===== src/sv/hse_pkg.sv =====
// Shared constants, datapath operation codes and controller/datapath bundles.
package hse_pkg;

  localparam int unsigned MaxItems = 64;
  localparam int unsigned DataW    = 32;

  // One operation per cycle, issued by the controller to the datapath.
  typedef enum logic [3:0] {
    OpNone,
    OpStore,
    OpBuildInit,
    OpBuildStep,
    OpSiftLoad,
    OpSiftCmp,
    OpSortInit,
    OpSortStep,
    OpSortSwap,
    OpEmitInit,
    OpEmitRead,
    OpEmitLoad,
    OpClear
  } hse_op_e;

  typedef struct packed {
    hse_op_e op;
  } hse_cmd_t;

  typedef struct packed {
    logic i_zero;     // loop index is zero
    logic i_le1;      // loop index is zero or one
    logic emit_done;  // every stored word has been read out
    logic sift_done;  // current sift-down level settles the element
    logic out_free;   // output register is empty or drains this cycle
  } hse_status_t;

endpackage


===== src/sv/hse_chan_if.sv =====
// Valid/ready channel interfaces: input words, result words, configuration writes.
interface hse_in_if;
  logic                                valid;
  logic                                ready;
  logic signed [hse_pkg::DataW-1:0]    item_value;
  logic                                is_last;

  modport source (output valid, item_value, is_last, input ready);
  modport sink   (input valid, item_value, is_last, output ready);
endinterface

interface hse_out_if;
  logic                                valid;
  logic                                ready;
  logic signed [hse_pkg::DataW-1:0]    sorted_value;
  logic                                is_last_res;
  logic                                overflow;

  modport source (output valid, sorted_value, is_last_res, overflow, input ready);
  modport sink   (input valid, sorted_value, is_last_res, overflow, output ready);
endinterface

interface hse_cfg_if;
  logic valid;
  logic ready;
  logic sort_descending;

  modport source (output valid, sort_descending, input ready);
  modport sink   (input valid, sort_descending, output ready);
endinterface


===== src/sv/hse_datapath.sv =====
// Heap sort datapath: value memory, loop counters, sift-down compare and output register.
module hse_datapath #(
  parameter int unsigned MAX_ITEMS = hse_pkg::MaxItems
) (
  input  logic                              clk_i,
  input  logic                              rst_ni,
  input  hse_pkg::hse_cmd_t                 cmd_i,
  output hse_pkg::hse_status_t              status_o,
  input  logic signed [hse_pkg::DataW-1:0]  in_value_i,
  input  logic                              cfg_we_i,
  input  logic                              cfg_desc_i,
  input  logic                              out_ready_i,
  output logic                              out_valid_o,
  output logic signed [hse_pkg::DataW-1:0]  out_value_o,
  output logic                              out_last_o,
  output logic                              out_ovf_o
);

  localparam int unsigned IW = $clog2(MAX_ITEMS);
  localparam int unsigned CW = $clog2(MAX_ITEMS + 1);
  localparam int unsigned XW = CW + 1;
  localparam logic [CW-1:0] MaxCnt = CW'(MAX_ITEMS);

  logic signed [hse_pkg::DataW-1:0] mem [MAX_ITEMS];

  logic [CW-1:0] cnt_q, cnt_d;
  logic          ovf_q, ovf_d;
  logic          desc_q, desc_d;
  logic          out_valid_q, out_valid_d;

  logic [CW-1:0] i_q, i_d;
  logic [CW-1:0] size_q, size_d;
  logic [IW-1:0] root_q, root_d;
  logic signed [hse_pkg::DataW-1:0] cur_q, cur_d;
  logic signed [hse_pkg::DataW-1:0] rda_q, rdb_q;
  logic signed [hse_pkg::DataW-1:0] out_value_q, out_value_d;
  logic          out_last_q, out_last_d;
  logic          out_ovf_q, out_ovf_d;

  logic [IW-1:0] ra, rb, wa;
  logic          we;
  logic signed [hse_pkg::DataW-1:0] wd;

  logic [CW-1:0] i_dec, i_inc;
  logic [XW-1:0] lidx, ridx, child_idx, nl, nr;
  logic          l_ok, r_ok, take_l, take_r, move;
  logic signed [hse_pkg::DataW-1:0] best_lc, child_val;

  // a belongs nearer the heap root than b
  function automatic logic ranks_above(input logic signed [hse_pkg::DataW-1:0] a,
                                       input logic signed [hse_pkg::DataW-1:0] b,
                                       input logic desc);
    ranks_above = desc ? (b > a) : (a > b);
  endfunction

  assign i_dec = i_q - CW'(1);
  assign i_inc = i_q + CW'(1);

  // Children of the current hole; the sifting element itself lives in cur_q.
  assign lidx    = (XW'(root_q) << 1) | XW'(1);
  assign ridx    = lidx + XW'(1);
  assign l_ok    = lidx < XW'(size_q);
  assign r_ok    = ridx < XW'(size_q);
  assign take_l  = l_ok && ranks_above(rda_q, cur_q, desc_q);
  assign best_lc = take_l ? rda_q : cur_q;
  assign take_r  = r_ok && ranks_above(rdb_q, best_lc, desc_q);
  assign move    = take_l || take_r;
  assign child_idx = take_r ? ridx : lidx;
  assign child_val = take_r ? rdb_q : rda_q;
  assign nl      = (XW'(child_idx[IW-1:0]) << 1) | XW'(1);
  assign nr      = nl + XW'(1);

  always_comb begin
    cnt_d       = cnt_q;
    ovf_d       = ovf_q;
    desc_d      = cfg_we_i ? cfg_desc_i : desc_q;
    i_d         = i_q;
    size_d      = size_q;
    root_d      = root_q;
    cur_d       = cur_q;
    out_value_d = out_value_q;
    out_last_d  = out_last_q;
    out_ovf_d   = out_ovf_q;
    out_valid_d = out_ready_i ? 1'b0 : out_valid_q;
    ra          = lidx[IW-1:0];
    rb          = ridx[IW-1:0];
    we          = 1'b0;
    wa          = root_q;
    wd          = cur_q;
    case (cmd_i.op)
      hse_pkg::OpStore: begin
        if (cnt_q < MaxCnt) begin
          we    = 1'b1;
          wa    = cnt_q[IW-1:0];
          wd    = in_value_i;
          cnt_d = cnt_q + CW'(1);
        end else begin
          ovf_d = 1'b1;
        end
      end
      hse_pkg::OpBuildInit: begin
        i_d    = cnt_q >> 1;
        size_d = cnt_q;
      end
      hse_pkg::OpBuildStep: begin
        ra     = i_dec[IW-1:0];
        root_d = i_dec[IW-1:0];
        i_d    = i_dec;
      end
      hse_pkg::OpSiftLoad: begin
        cur_d = rda_q;
      end
      hse_pkg::OpSiftCmp: begin
        we = 1'b1;
        wa = root_q;
        wd = move ? child_val : cur_q;
        if (move) begin
          root_d = child_idx[IW-1:0];
          ra     = nl[IW-1:0];
          rb     = nr[IW-1:0];
        end
      end
      hse_pkg::OpSortInit: begin
        i_d = cnt_q;
      end
      hse_pkg::OpSortStep: begin
        ra     = '0;
        rb     = i_dec[IW-1:0];
        size_d = i_dec;
        root_d = '0;
        i_d    = i_dec;
      end
      hse_pkg::OpSortSwap: begin
        // top of heap goes to the freed tail slot, the tail element sifts from the root
        we    = 1'b1;
        wa    = i_q[IW-1:0];
        wd    = rda_q;
        cur_d = rdb_q;
      end
      hse_pkg::OpEmitInit: begin
        i_d = '0;
      end
      hse_pkg::OpEmitRead: begin
        ra = i_q[IW-1:0];
      end
      hse_pkg::OpEmitLoad: begin
        out_value_d = rda_q;
        out_last_d  = (i_inc == cnt_q);
        out_ovf_d   = ovf_q;
        out_valid_d = 1'b1;
        i_d         = i_inc;
      end
      hse_pkg::OpClear: begin
        cnt_d = '0;
        ovf_d = 1'b0;
      end
      default: begin
      end
    endcase
  end

  always_ff @(posedge clk_i) begin
    if (we) begin
      mem[wa] <= wd;
    end
    rda_q <= mem[ra];
    rdb_q <= mem[rb];
  end

  always_ff @(posedge clk_i or negedge rst_ni) begin
    if (!rst_ni) begin
      cnt_q       <= '0;
      ovf_q       <= 1'b0;
      desc_q      <= 1'b0;
      out_valid_q <= 1'b0;
    end else begin
      cnt_q       <= cnt_d;
      ovf_q       <= ovf_d;
      desc_q      <= desc_d;
      out_valid_q <= out_valid_d;
    end
  end

  always_ff @(posedge clk_i) begin
    i_q         <= i_d;
    size_q      <= size_d;
    root_q      <= root_d;
    cur_q       <= cur_d;
    out_value_q <= out_value_d;
    out_last_q  <= out_last_d;
    out_ovf_q   <= out_ovf_d;
  end

  assign status_o.i_zero    = (i_q == '0);
  assign status_o.i_le1     = (i_q <= CW'(1));
  assign status_o.emit_done = (i_q == cnt_q);
  assign status_o.sift_done = !move;
  assign status_o.out_free  = !out_valid_q || out_ready_i;

  assign out_valid_o = out_valid_q;
  assign out_value_o = out_value_q;
  assign out_last_o  = out_last_q;
  assign out_ovf_o   = out_ovf_q;

  a_cnt_bound: assert property (@(posedge clk_i) disable iff (!rst_ni)
    cnt_q <= MaxCnt)
    else $error("stored count beyond capacity");

  a_sift_in_heap: assert property (@(posedge clk_i) disable iff (!rst_ni)
    (cmd_i.op == hse_pkg::OpSiftCmp) |-> (CW'(root_q) < size_q))
    else $error("sift hole outside heap");

  a_out_free_on_load: assert property (@(posedge clk_i) disable iff (!rst_ni)
    (cmd_i.op == hse_pkg::OpEmitLoad) |-> !out_valid_q)
    else $error("output register overwritten");

endmodule


===== src/sv/hse_ctrl.sv =====
// Heap sort sequencer: collect, heap build, sort-down and emit phases.
module hse_ctrl (
  input  logic                  clk_i,
  input  logic                  rst_ni,
  input  logic                  in_valid_i,
  input  logic                  in_last_i,
  input  hse_pkg::hse_status_t  status_i,
  output logic                  in_ready_o,
  output hse_pkg::hse_cmd_t     cmd_o
);

  typedef enum logic [3:0] {
    S_COLLECT,
    S_BUILD_INIT,
    S_BUILD_CHK,
    S_SIFT_LD,
    S_SIFT_CMP,
    S_SORT_INIT,
    S_SORT_CHK,
    S_SORT_SWP,
    S_EMIT_INIT,
    S_EMIT_RD,
    S_EMIT_LD
  } state_e;

  state_e state_q, state_d;
  logic   sorting_q, sorting_d;  // sift returns to sort-down instead of heap build

  assign in_ready_o = (state_q == S_COLLECT);

  always_comb begin
    state_d    = state_q;
    sorting_d  = sorting_q;
    cmd_o.op   = hse_pkg::OpNone;
    case (state_q)
      S_COLLECT: begin
        if (in_valid_i) begin
          cmd_o.op = hse_pkg::OpStore;
          if (in_last_i) begin
            state_d = S_BUILD_INIT;
          end
        end
      end
      S_BUILD_INIT: begin
        cmd_o.op  = hse_pkg::OpBuildInit;
        sorting_d = 1'b0;
        state_d   = S_BUILD_CHK;
      end
      S_BUILD_CHK: begin
        if (status_i.i_zero) begin
          state_d = S_SORT_INIT;
        end else begin
          cmd_o.op = hse_pkg::OpBuildStep;
          state_d  = S_SIFT_LD;
        end
      end
      S_SIFT_LD: begin
        cmd_o.op = hse_pkg::OpSiftLoad;
        state_d  = S_SIFT_CMP;
      end
      S_SIFT_CMP: begin
        cmd_o.op = hse_pkg::OpSiftCmp;
        if (status_i.sift_done) begin
          state_d = sorting_q ? S_SORT_CHK : S_BUILD_CHK;
        end
      end
      S_SORT_INIT: begin
        cmd_o.op  = hse_pkg::OpSortInit;
        sorting_d = 1'b1;
        state_d   = S_SORT_CHK;
      end
      S_SORT_CHK: begin
        if (status_i.i_le1) begin
          state_d = S_EMIT_INIT;
        end else begin
          cmd_o.op = hse_pkg::OpSortStep;
          state_d  = S_SORT_SWP;
        end
      end
      S_SORT_SWP: begin
        cmd_o.op = hse_pkg::OpSortSwap;
        state_d  = S_SIFT_CMP;
      end
      S_EMIT_INIT: begin
        cmd_o.op = hse_pkg::OpEmitInit;
        state_d  = S_EMIT_RD;
      end
      S_EMIT_RD: begin
        if (status_i.emit_done) begin
          cmd_o.op = hse_pkg::OpClear;
          state_d  = S_COLLECT;
        end else if (status_i.out_free) begin
          cmd_o.op = hse_pkg::OpEmitRead;
          state_d  = S_EMIT_LD;
        end
      end
      S_EMIT_LD: begin
        cmd_o.op = hse_pkg::OpEmitLoad;
        state_d  = S_EMIT_RD;
      end
      default: begin
        state_d = S_COLLECT;
      end
    endcase
  end

  always_ff @(posedge clk_i or negedge rst_ni) begin
    if (!rst_ni) begin
      state_q   <= S_COLLECT;
      sorting_q <= 1'b0;
    end else begin
      state_q   <= state_d;
      sorting_q <= sorting_d;
    end
  end

  a_last_starts_sort: assert property (@(posedge clk_i) disable iff (!rst_ni)
    (in_valid_i && in_ready_o && in_last_i) |=> (state_q == S_BUILD_INIT))
    else $error("last word did not start the sort");

  a_load_after_read: assert property (@(posedge clk_i) disable iff (!rst_ni)
    (state_q == S_EMIT_LD) |-> ($past(state_q) == S_EMIT_RD))
    else $error("emit load without a preceding read");

endmodule


===== src/sv/heap_sort_engine.sv =====
// Heap sort engine top level: channels, configuration register port, sequencer and datapath.
//
// The engine collects signed 32-bit words, one per cycle, until a word marked
// last, then heap-sorts them in place and streams them out with the final word
// marked. sort_descending = 0 gives ascending order (max-heap), 1 descending
// (min-heap); it is read while the sort runs. At most MAX_ITEMS words are kept
// per set; extra words are dropped and every result word of that set carries
// overflow = 1. Timing: input is taken at one word per cycle until the last
// word; the block then stops taking input for the whole sort and emit. Heap
// build checks and loads each inner node, then compares once per level
// sifted; each sort-down step checks and swaps, then compares once per level
// sifted (at most log2 N); emit reads and then loads each word. The sift pace
// is set by the single value memory, which offers two reads and one write per
// cycle, so one heap level is handled per cycle. The output word sits in a
// register, so the engine keeps working while the sink stalls, apart from the
// emit step that needs the register free. The memory needs no clearing after
// reset; configuration writes are taken in every cycle.
module heap_sort_engine #(
  parameter int unsigned MAX_ITEMS = hse_pkg::MaxItems
) (
  input  logic    clk_i,
  input  logic    rst_ni,
  hse_in_if.sink    items_i,
  hse_out_if.source results_o,
  hse_cfg_if.sink   cfg_i
);

  hse_pkg::hse_cmd_t    cmd;
  hse_pkg::hse_status_t status;
  logic                 in_ready;

  // The single register is always writable.
  assign cfg_i.ready   = 1'b1;
  assign items_i.ready = in_ready;

  hse_ctrl u_ctrl (
    .clk_i      (clk_i),
    .rst_ni     (rst_ni),
    .in_valid_i (items_i.valid),
    .in_last_i  (items_i.is_last),
    .status_i   (status),
    .in_ready_o (in_ready),
    .cmd_o      (cmd)
  );

  hse_datapath #(
    .MAX_ITEMS (MAX_ITEMS)
  ) u_datapath (
    .clk_i       (clk_i),
    .rst_ni      (rst_ni),
    .cmd_i       (cmd),
    .status_o    (status),
    .in_value_i  (items_i.item_value),
    .cfg_we_i    (cfg_i.valid),
    .cfg_desc_i  (cfg_i.sort_descending),
    .out_ready_i (results_o.ready),
    .out_valid_o (results_o.valid),
    .out_value_o (results_o.sorted_value),
    .out_last_o  (results_o.is_last_res),
    .out_ovf_o   (results_o.overflow)
  );

endmodule


===== src/flat_wrapper.sv =====
// flat-port wrapper written by rule: the top's interface ports become plain ports
module heap_sort_engine_flat 
#(
  parameter int unsigned MAX_ITEMS = hse_pkg::MaxItems
)
  (clk_i, rst_ni, items_i_valid, items_i_item_value, items_i_is_last, items_i_ready, results_o_valid, results_o_sorted_value, results_o_is_last_res, results_o_overflow, results_o_ready, cfg_i_valid, cfg_i_sort_descending, cfg_i_ready);
  hse_in_if items_i_i ();
  hse_out_if results_o_i ();
  hse_cfg_if cfg_i_i ();
  input  logic clk_i;
  input  logic rst_ni;
  input wire logic [$bits(items_i_i.valid)-1:0] items_i_valid;
  input wire logic [$bits(items_i_i.item_value)-1:0] items_i_item_value;
  input wire logic [$bits(items_i_i.is_last)-1:0] items_i_is_last;
  output wire logic [$bits(items_i_i.ready)-1:0] items_i_ready;
  output wire logic [$bits(results_o_i.valid)-1:0] results_o_valid;
  output wire logic [$bits(results_o_i.sorted_value)-1:0] results_o_sorted_value;
  output wire logic [$bits(results_o_i.is_last_res)-1:0] results_o_is_last_res;
  output wire logic [$bits(results_o_i.overflow)-1:0] results_o_overflow;
  input wire logic [$bits(results_o_i.ready)-1:0] results_o_ready;
  input wire logic [$bits(cfg_i_i.valid)-1:0] cfg_i_valid;
  input wire logic [$bits(cfg_i_i.sort_descending)-1:0] cfg_i_sort_descending;
  output wire logic [$bits(cfg_i_i.ready)-1:0] cfg_i_ready;
  assign items_i_i.valid = items_i_valid;
  assign items_i_i.item_value = items_i_item_value;
  assign items_i_i.is_last = items_i_is_last;
  assign items_i_ready = items_i_i.ready;
  assign results_o_valid = results_o_i.valid;
  assign results_o_sorted_value = results_o_i.sorted_value;
  assign results_o_is_last_res = results_o_i.is_last_res;
  assign results_o_overflow = results_o_i.overflow;
  assign results_o_i.ready = results_o_ready;
  assign cfg_i_i.valid = cfg_i_valid;
  assign cfg_i_i.sort_descending = cfg_i_sort_descending;
  assign cfg_i_ready = cfg_i_i.ready;
  heap_sort_engine #(.MAX_ITEMS(MAX_ITEMS)) u_core (.clk_i(clk_i), .rst_ni(rst_ni), .items_i(items_i_i), .results_o(results_o_i), .cfg_i(cfg_i_i));
endmodule

===== config.mk =====
export PLATFORM = sky130hd
export DESIGN_NAME = heap_sort_engine_flat
export DESIGN_NICKNAME = d
export VERILOG_FILES = /design/src/sv/hse_pkg.sv /design/src/sv/hse_chan_if.sv /design/src/sv/hse_datapath.sv /design/src/sv/hse_ctrl.sv /design/src/sv/heap_sort_engine.sv /design/src/flat_wrapper.sv
export SDC_FILE = /design/constraint.sdc
export NUM_CORES = 2
export LEC_CHECK = 0
export ABC_AREA = 0
export BUFFER_PORTS_ARGS = -buffer_cell sky130_fd_sc_hd__buf_4
export CAP_MARGIN = 30
export CORE_UTILIZATION = 60
export DETAILED_ROUTE_END_ITERATION = 12
export GPL_TIMING_DRIVEN = 1
export HOLD_SLACK_MARGIN = 0.1
export PLACE_DENSITY = 0.81
export SLEW_MARGIN = 20
export SYNTH_ARGS = -nofsm -noshare
export SYNTH_HDL_FRONTEND = slang
export SYNTH_SLANG_ARGS = --single-unit

===== constraint.sdc =====
create_clock -name clk_i -period 13 [get_ports clk_i]
set_clock_uncertainty 0.15 [all_clocks]
set_input_delay 0.65 -clock clk_i [delete_from_list [all_inputs] [get_ports clk_i]]
set_output_delay 0.65 -clock clk_i [all_outputs]
set_load 0.01 [all_outputs]

# Word level (Yosys, flattened, before mapping)
# Memory sizes are Yosys's and may differ from the RTL's. A register that Yosys moved wholly into a read port is not among the register bits.
# Index checks and enable logic that the tools add are counted.
[classes]
add_sub_neg = 5
magnitude_cmp = 8
n_eq_ne = 31
mux = 45
n_reduce_logical = 22
[op_table]
columns = ["op", "n"]
rows = [
  ["32-bit > comparator", 4],
  ["32-bit 2-to-1 mux", 4],
  ["32-bit one-hot mux with 3 select lines", 1],
  ["32-bit one-hot mux with 2 select lines", 1],
  ["4-bit one-hot mux with 11 select lines", 1],
  ["4-bit one-hot mux with 9 select lines", 1],
  ["7-bit one-hot mux with 5 select lines", 1],
  ["4-bit by 3-bit equality test with 1-bit output (second input constant)", 8],
  ["4-bit equality test (second input constant)", 8],
  ["4-bit 2-to-1 mux", 8],
  ["6-bit 2-to-1 mux", 5],
  ["7-bit one-hot mux with 2 select lines", 2],
  ["6-bit one-hot mux with 2 select lines", 2],
  ["6-bit one-hot mux with 4 select lines", 1],
  ["6-bit one-hot mux with 3 select lines", 1],
  ["4-bit by 2-bit equality test with 1-bit output (second input constant)", 4],
  ["7-bit by 1-bit adder with 7-bit output (second input constant)", 2],
  ["7-bit equality test", 2],
  ["2-bit != test (second input constant)", 6],
  ["2-bit nonzero test", 5],
  ["1-bit 2-to-1 mux", 9],
  ["3-bit 2-to-1 mux", 3],
  ["7-bit by 1-bit adder with 8-bit output (second input constant)", 1],
  ["4-bit by 1-bit equality test with 1-bit output (second input constant)", 2],
  ["20 further kinds", 29],
]
[totals]
regBits = 101
mem_bits_rw = 2048
inputBits = 39
word_cells = 125
mem_count = 1
[memory_table]
columns = ["memory", "depth", "width", "read_ports", "rd_clocked_by_memory_dff", "write_ports", "line", "source"]
rows = [
  ["u_core.u_datapath.mem", 64, 32, 2, 2, 1, "hse_datapath.sv:24", "logic signed [hse_pkg::DataW-1:0] mem [MAX_ITEMS];"],
]

# Logic depth before layout (Yosys ltp)
[depth]
ltp_word = 11
depth_mapped = 37
depth_no_buf = 29

# By module
# From an unflattened synthesis, not the netlist that was laid out.
[unflattened]
cells_unflattened = 10569
area_unflattened_um2 = 110094.3
[modules_own_cells]
columns = ["module", "instances", "cells_per_inst", "area_each_um2", "seq_area_each_um2"]
rows = [
  ["hse_datapath", 1, 10504, 109548.8, 65612.9],
  ["hse_ctrl", 1, 63, 534.3, 125.1],
  ["heap_sort_engine", 1, 2, 11.3, 0.0],
]

# Least setup slack after synthesis
# Ideal clock, no wire load.
[synth_path]
kind = "register to register"
start = "register u_core.u_datapath.cur_q[31] (netlist name)"
end = "memory u_core.u_datapath.mem[0][10] (netlist name), data pin"
setup_ns = 0.702
t_arrival_ns = 8.426
path_slack_ns = 3.722
stages_incl_launch_ff = 25
path_buffers = 7
period_less_slack_ns = 9.278
cell_sequence = "edfxtp_1 > inv_1 > ha_1 > nand4_1 > or4_1 > nor2b_1 > a31o_1 > a2111oi_4 > o311a_1 > buf_4 > clkbuf_1 > clkbuf_1 > buf_1 > a21oi_1 > ha_1 > nand4_1 > or4_1 > o2111a_1 > buf_2 > or3_1 > buf_2 > nand2_1 > clkbuf_1 > a21oi_1 > o21ai_0"
[synth_between]
elab_chain_cells = 10
word_cells_on_any_way = 13
[synth_lines]
columns = ["element", "line", "source"]
rows = [
  ["start: declaration", "hse_datapath.sv:34", "logic signed [hse_pkg::DataW-1:0] cur_q, cur_d;"],
  ["start signal: assignment", "hse_datapath.sv:188", "cur_q <= cur_d;"],
  ["32-bit > comparator", "hse_datapath.sv:53", "ranks_above = desc ? (b > a) : (a > b);"],
  ["1-bit 2-to-1 mux", "hse_datapath.sv:53", ""],
  ["1-bit logical AND", "hse_datapath.sv:64", "assign take_l = l_ok && ranks_above(rda_q, cur_q, desc_q);"],
  ["32-bit 2-to-1 mux", "hse_datapath.sv:65", "assign best_lc = take_l ? rda_q : cur_q;"],
  ["32-bit > comparator", "hse_datapath.sv:53", ""],
  ["1-bit 2-to-1 mux", "hse_datapath.sv:53", ""],
  ["1-bit logical AND", "hse_datapath.sv:66", "assign take_r = r_ok && ranks_above(rdb_q, best_lc, desc_q);"],
  ["32-bit 2-to-1 mux / 1-bit logical OR (equally long branches)", "hse_datapath.sv:69, hse_datapath.sv:67", ""],
  ["32-bit 2-to-1 mux *", "hse_datapath.sv:116", "wd = move ? child_val : cur_q;"],
  ["32-bit one-hot mux with 3 select lines *", "hse_datapath.sv:90", "case (cmd_i.op)"],
  ["named net u_core.u_datapath.wd (one bit)", "hse_datapath.sv:42", "logic signed [hse_pkg::DataW-1:0] wd;"],
  ["end: declaration", "hse_datapath.sv:24", ""],
]
# The timed path passes the listed nets; every way through them passes the cells marked *.

# Worst setup path in the final report
[layout_path]
start = "register u_core.u_datapath.cur_q[31] (netlist name)"
end = "register u_core.u_datapath.rdb_q[27] (netlist name), read port of u_core.u_datapath.mem"
[layout_between]
elab_chain_cells = 11
word_cells_on_any_way = 14
[layout_lines]
columns = ["element", "line", "source"]
rows = [
  ["32-bit > comparator", "hse_datapath.sv:53", ""],
  ["1-bit 2-to-1 mux", "hse_datapath.sv:53", ""],
  ["1-bit logical AND", "hse_datapath.sv:64", ""],
  ["32-bit 2-to-1 mux", "hse_datapath.sv:65", ""],
  ["32-bit > comparator", "hse_datapath.sv:53", ""],
  ["1-bit 2-to-1 mux", "hse_datapath.sv:53", ""],
  ["1-bit logical AND", "hse_datapath.sv:66", ""],
  ["6-bit 2-to-1 mux", "hse_datapath.sv:68", "assign child_idx = take_r ? ridx : lidx;"],
  ["6-bit by 1-bit adder with 6-bit output", "hse_datapath.sv:71", "assign nr = nl + XW'(1);"],
  ["6-bit 2-to-1 mux *", "hse_datapath.sv:117", "if (move) begin"],
  ["6-bit one-hot mux with 2 select lines *", "hse_datapath.sv:90", ""],
  ["end: declaration", "hse_datapath.sv:35", "logic signed [hse_pkg::DataW-1:0] rda_q, rdb_q;"],
]
# Every way passes the cells marked *; elsewhere a longest branch is shown, timed or not.
# A chain may end at the register's enable or synchronous reset.

==> flow_metrics.env <==
export IMPL_grt_overflow=0
export IMPL_coreArea_sq_um=171500
export IMPL_fmax_mhz=97.16
export IMPL_synth_edf_count=2134
export IMPL_wl_microns=327700
export IMPL_clkSinkCount=2213
export IMPL_cp_max_fo=63
export IMPL_first_global_vias=63047
export IMPL_setup_violations=0
export IMPL_hpwlAfterDp_microns=194400
export IMPL_synthDistinctLibCells=87
export IMPL_synth_seq_area_share=0.6346
export IMPL_synth_seq_cells=2213
export IMPL_cp_slowest_cell="and2_4"
export IMPL_dr_pass1_iters=12
export IMPL_period_share=0.7917
export IMPL_reg2reg_to="u_core.u_datapath.rdb_q[27]$_DFF_P_"
export IMPL_rsz0062_at_grt="no"
export IMPL_htreeDepth=4
export IMPL_cts_tree="done"
export IMPL_ff2ff_path_depth=31
export IMPL_tightestPinTransition_ns=1.142
export IMPL_min_period_ns=10.29
export IMPL_vias_per_cell=7.953
export IMPL_critPathTopFamily="compound AO/OA/AOI/OAI gates"
export IMPL_slew_headroom=0.2169
export IMPL_status="finished, final reports clean"
export IMPL_ctsResizeCount=0
export IMPL_numCtsBuffers=210
export IMPL_whs_path_depth=0
export IMPL_startpoint_type="register"
export IMPL_die_area_sq_um=174300
export IMPL_drc=0
export IMPL_cp_arrival_ns=10.90
export IMPL_grt_pass1_wl_microns=462600
export IMPL_critPathMostFrequentCell="ha_1"
export IMPL_ioPinCount=76
export IMPL_die_width_microns=417.5
export IMPL_synth_flop_cell="edfxtp_1"
export IMPL_cp_data_required_time_ns=13.61
export IMPL_r2r_start="u_core.u_datapath.cur_q[31]$_DFFE_PP_"
export IMPL_postRouteAntennaNets=0
export IMPL_drv_slew=0
export IMPL_vias=65238
export IMPL_initial_utilization=0.6039
export IMPL_r2r_slack_ns=2.71
export IMPL_cp_buffers_inverters=4
export IMPL_port_buffers=74
export IMPL_syn_area_sq_um=103600
export IMPL_hold_viol=0
export IMPL_use_met3=0.1795
export IMPL_wl_per_cell_microns=39.95
export IMPL_place_congestion=1.007
export IMPL_rows=152
export IMPL_synthCells=5641
export IMPL_holdCritPathClass="reg -> reg"
export IMPL_antenna_found_initial=35
export IMPL_clk_pin_slew_ns=0.06
export IMPL_root_buffer="clkbuf_16"
export IMPL_clk_latency_ns=0.87
export IMPL_area_delta_synth_final_pct=10.77
export IMPL_holdCritStartpoint="u_core.u_datapath.ovf_q$_DFFE_PN0P_"
export IMPL_drv_cap=0
export IMPL_design_final_nets=5818
export IMPL_die_h_microns=417.5
export IMPL_async_flop_share=0.006778
export IMPL_grt_use_total=0.3764
export IMPL_cpPeakStageDelay_ns=0.94
export IMPL_drive_above_1_share=0.3044
export IMPL_ys_warn_count=0
export IMPL_crit_path_end_kind="register"
export IMPL_path_class="reg -> reg"
export IMPL_min_to="u_core.u_datapath.out_ovf_o$_DFFE_PP_"
export IMPL_synth_area_per_cell_sq_um=18.36
export IMPL_met2_usage=0.5416
export IMPL_gr_max_usage_layer="met2"
export IMPL_grt_max_degree=115
export IMPL_drt_iter0_drc=12401
export IMPL_synth_nets=5762
export IMPL_cts_buffer_depth=3
export IMPL_setup_tns_ns=0
export IMPL_use_met1=0.4975
[how the worst max path moves through the flow]
stage,from,end,slack [ns],depth (start not counted)
global route,u_core.u_datapath.cur_q[31]$_DFFE_PP_,u_core.u_datapath.rdb_q[27]$_DFF_P_,2.43,31
finish,u_core.u_datapath.cur_q[31]$_DFFE_PP_,u_core.u_datapath.rdb_q[27]$_DFF_P_,2.71,31
floorplan,u_core.u_datapath.cur_q[31]$_DFFE_PP_,u_core.u_datapath.mem[0][10]$_DFFE_PP_,3.72,24
CTS,u_core.u_datapath.cur_q[31]$_DFFE_PP_,u_core.u_datapath.rdb_q[27]$_DFF_P_,2.94,31
global placement,u_core.u_datapath.cur_q[31]$_DFFE_PP_,u_core.u_datapath.rdb_q[17]$_DFF_P_,3.34,31
detailed placement,u_core.u_datapath.cur_q[31]$_DFFE_PP_,u_core.u_datapath.rdb_q[27]$_DFF_P_,3.04,31
[cells in the final DEF (no fill, tap or decap), types with 26 or more instances in the layout]
cell type	netlist	final
mux4_2	1017	1017
nor2_1	187	115
o2111ai_1	30	30
o21ai_4	0	26
o221a_2	34	33
a211oi_1	36	36
clkbuf_1	222	52
ha_1	82	82
buf_4	20	239
a32o_1	32	32
nand3_1	85	84
nor2_4	1	73
nand3b_1	41	41
dfxtp_1	64	64
clkinv_1	0	51
inv_1	52	52
nand2_1	450	442
and3_1	37	36
o21ai_0	58	32
a21oi_1	103	103
clkbuf_16	0	215
mux2i_1	175	175
edfxtp_1	2134	2134
clkinv_2	0	39
a22oi_1	254	254
a222oi_1	40	40
[flip-flops by register name (all words and copies together) (netlist names)]
| register | flops |
|---|---|
| u_core.u_ctrl.sorting_q | 1 |
| u_core.u_ctrl.state_q | 4 |
| u_core.u_datapath.cnt_q | 7 |
| u_core.u_datapath.cur_q | 32 |
| u_core.u_datapath.desc_q | 1 |
| u_core.u_datapath.i_q | 7 |
| u_core.u_datapath.mem | 2048 |
| u_core.u_datapath.out_last_o | 1 |
| u_core.u_datapath.out_ovf_o | 1 |
| u_core.u_datapath.out_valid_o | 1 |
| u_core.u_datapath.out_value_o | 32 |
| u_core.u_datapath.ovf_q | 1 |
| u_core.u_datapath.rda_q | 32 |
| u_core.u_datapath.rdb_q | 32 |
| u_core.u_datapath.root_q | 6 |
| u_core.u_datapath.size_q | 7 |
[synth_stat cells (all sizes together), types with 9 or more instances]
cell | instances | area share
nand3b | 41 | 0.0030
a21oi | 103 | 0.0050
mux2i | 175 | 0.017
edfxtp | 2134 | 0.62
a21o | 10 | 0.00072
mux2 | 9 | 0.00098
buf | 210 | 0.010
mux4 | 1017 | 0.22
xnor2 | 17 | 0.0014
nor2b | 13 | 0.00079
ha | 82 | 0.0099
nor2 | 189 | 0.0069
nand2 | 450 | 0.016
or2 | 10 | 0.00060
nor3 | 20 | 0.0010
xor2 | 18 | 0.0015
o21ai | 61 | 0.0029
nand4 | 20 | 0.0012
nor4 | 10 | 0.00075
a22oi | 254 | 0.018
dfrtp | 15 | 0.0036
dfxtp | 64 | 0.012
a211oi | 38 | 0.0029
a32o | 32 | 0.0031
a221oi | 37 | 0.0042
clkbuf | 225 | 0.0083
a222oi | 40 | 0.0039
o221a | 35 | 0.0038
and3 | 37 | 0.0022
inv | 53 | 0.0019
nand3 | 86 | 0.0042
o2111ai | 30 | 0.0025
[per-stage QoR]
stage | setup WS (ns) | hold WS [ns] | instances | util | instance area, sq um
after detailed placement | 3.040 | 0.2979 | 7783 | 0.6289 | 107900
after floorplan | 3.722 | 0.2044 | 5641 | - | 103600
after global routing | 2.433 | 0.3288 | 8192 | 0.6687 | 114700
after global placement | 3.337 | 0.2939 | 7775 | 0.6278 | 107700
after CTS | 2.943 | 0.3110 | 8186 | 0.6683 | 114600
final | 2.708 | 0.3114 | 8203 | 0.6689 | 114700
[what timing repair did]
item                                   CTS  global route
endpoints found under the hold margin   19             0
hold buffers                             7             0
setup buffers                            0             0
[logic make-up (layout without fill, tap and decap cells)]
logic type	Yosys count	after routing	share of synthesized area
mux	1201	1201	0.2390
fa+ha+maj	82	82	0.009904
flops	2213	2213	0.6346
buf+inv	488	728	0.02060
other cells	1	13	0.00003620
compound gates	709	709	0.05335
xor+xnor	35	35	0.002959
simple gates	912	912	0.03959
[worst reg2reg max path: cells and delay by family, from the launching register on]
kind,cells,cell delay (ns)
flip-flops,1,0.37
AO/OA/AOI/OAI,13,3.88
AND/OR/NAND/NOR,11,3.43
buffers and inverters,4,1.23
adder cells (fa/ha/maj),3,1.10
[area by class of cell]
| class | count | area [sq um] |
|---|---|---|
| repair buffers | 279 | 2526 |
| inverters | 53 | 198.9 |
| clock buffers | 272 | 5644 |
| fillers | 10534 | 56800 |
| well taps | 2310 | 2890 |
| diodes | 12 | 30.03 |
| multi-input cells | 2940 | 36670 |
| flip-flops and latches | 2213 | 65740 |
| clock inverters | 124 | 1050 |
[layer usage]
layer / wire length, microns / part of all wire / vias up
li1: - / - / 24141
met1: 105400 / 0.32 / 32948
met2: 143300 / 0.44 / 6890
met3: 62590 / 0.19 / 1211
met4: 16010 / 0.049 / 48
met5: 394 / 0.0012 / -
Power is not shown: default switching activity piles up to over one toggle a cycle in this logic, so the estimate is an artifact.
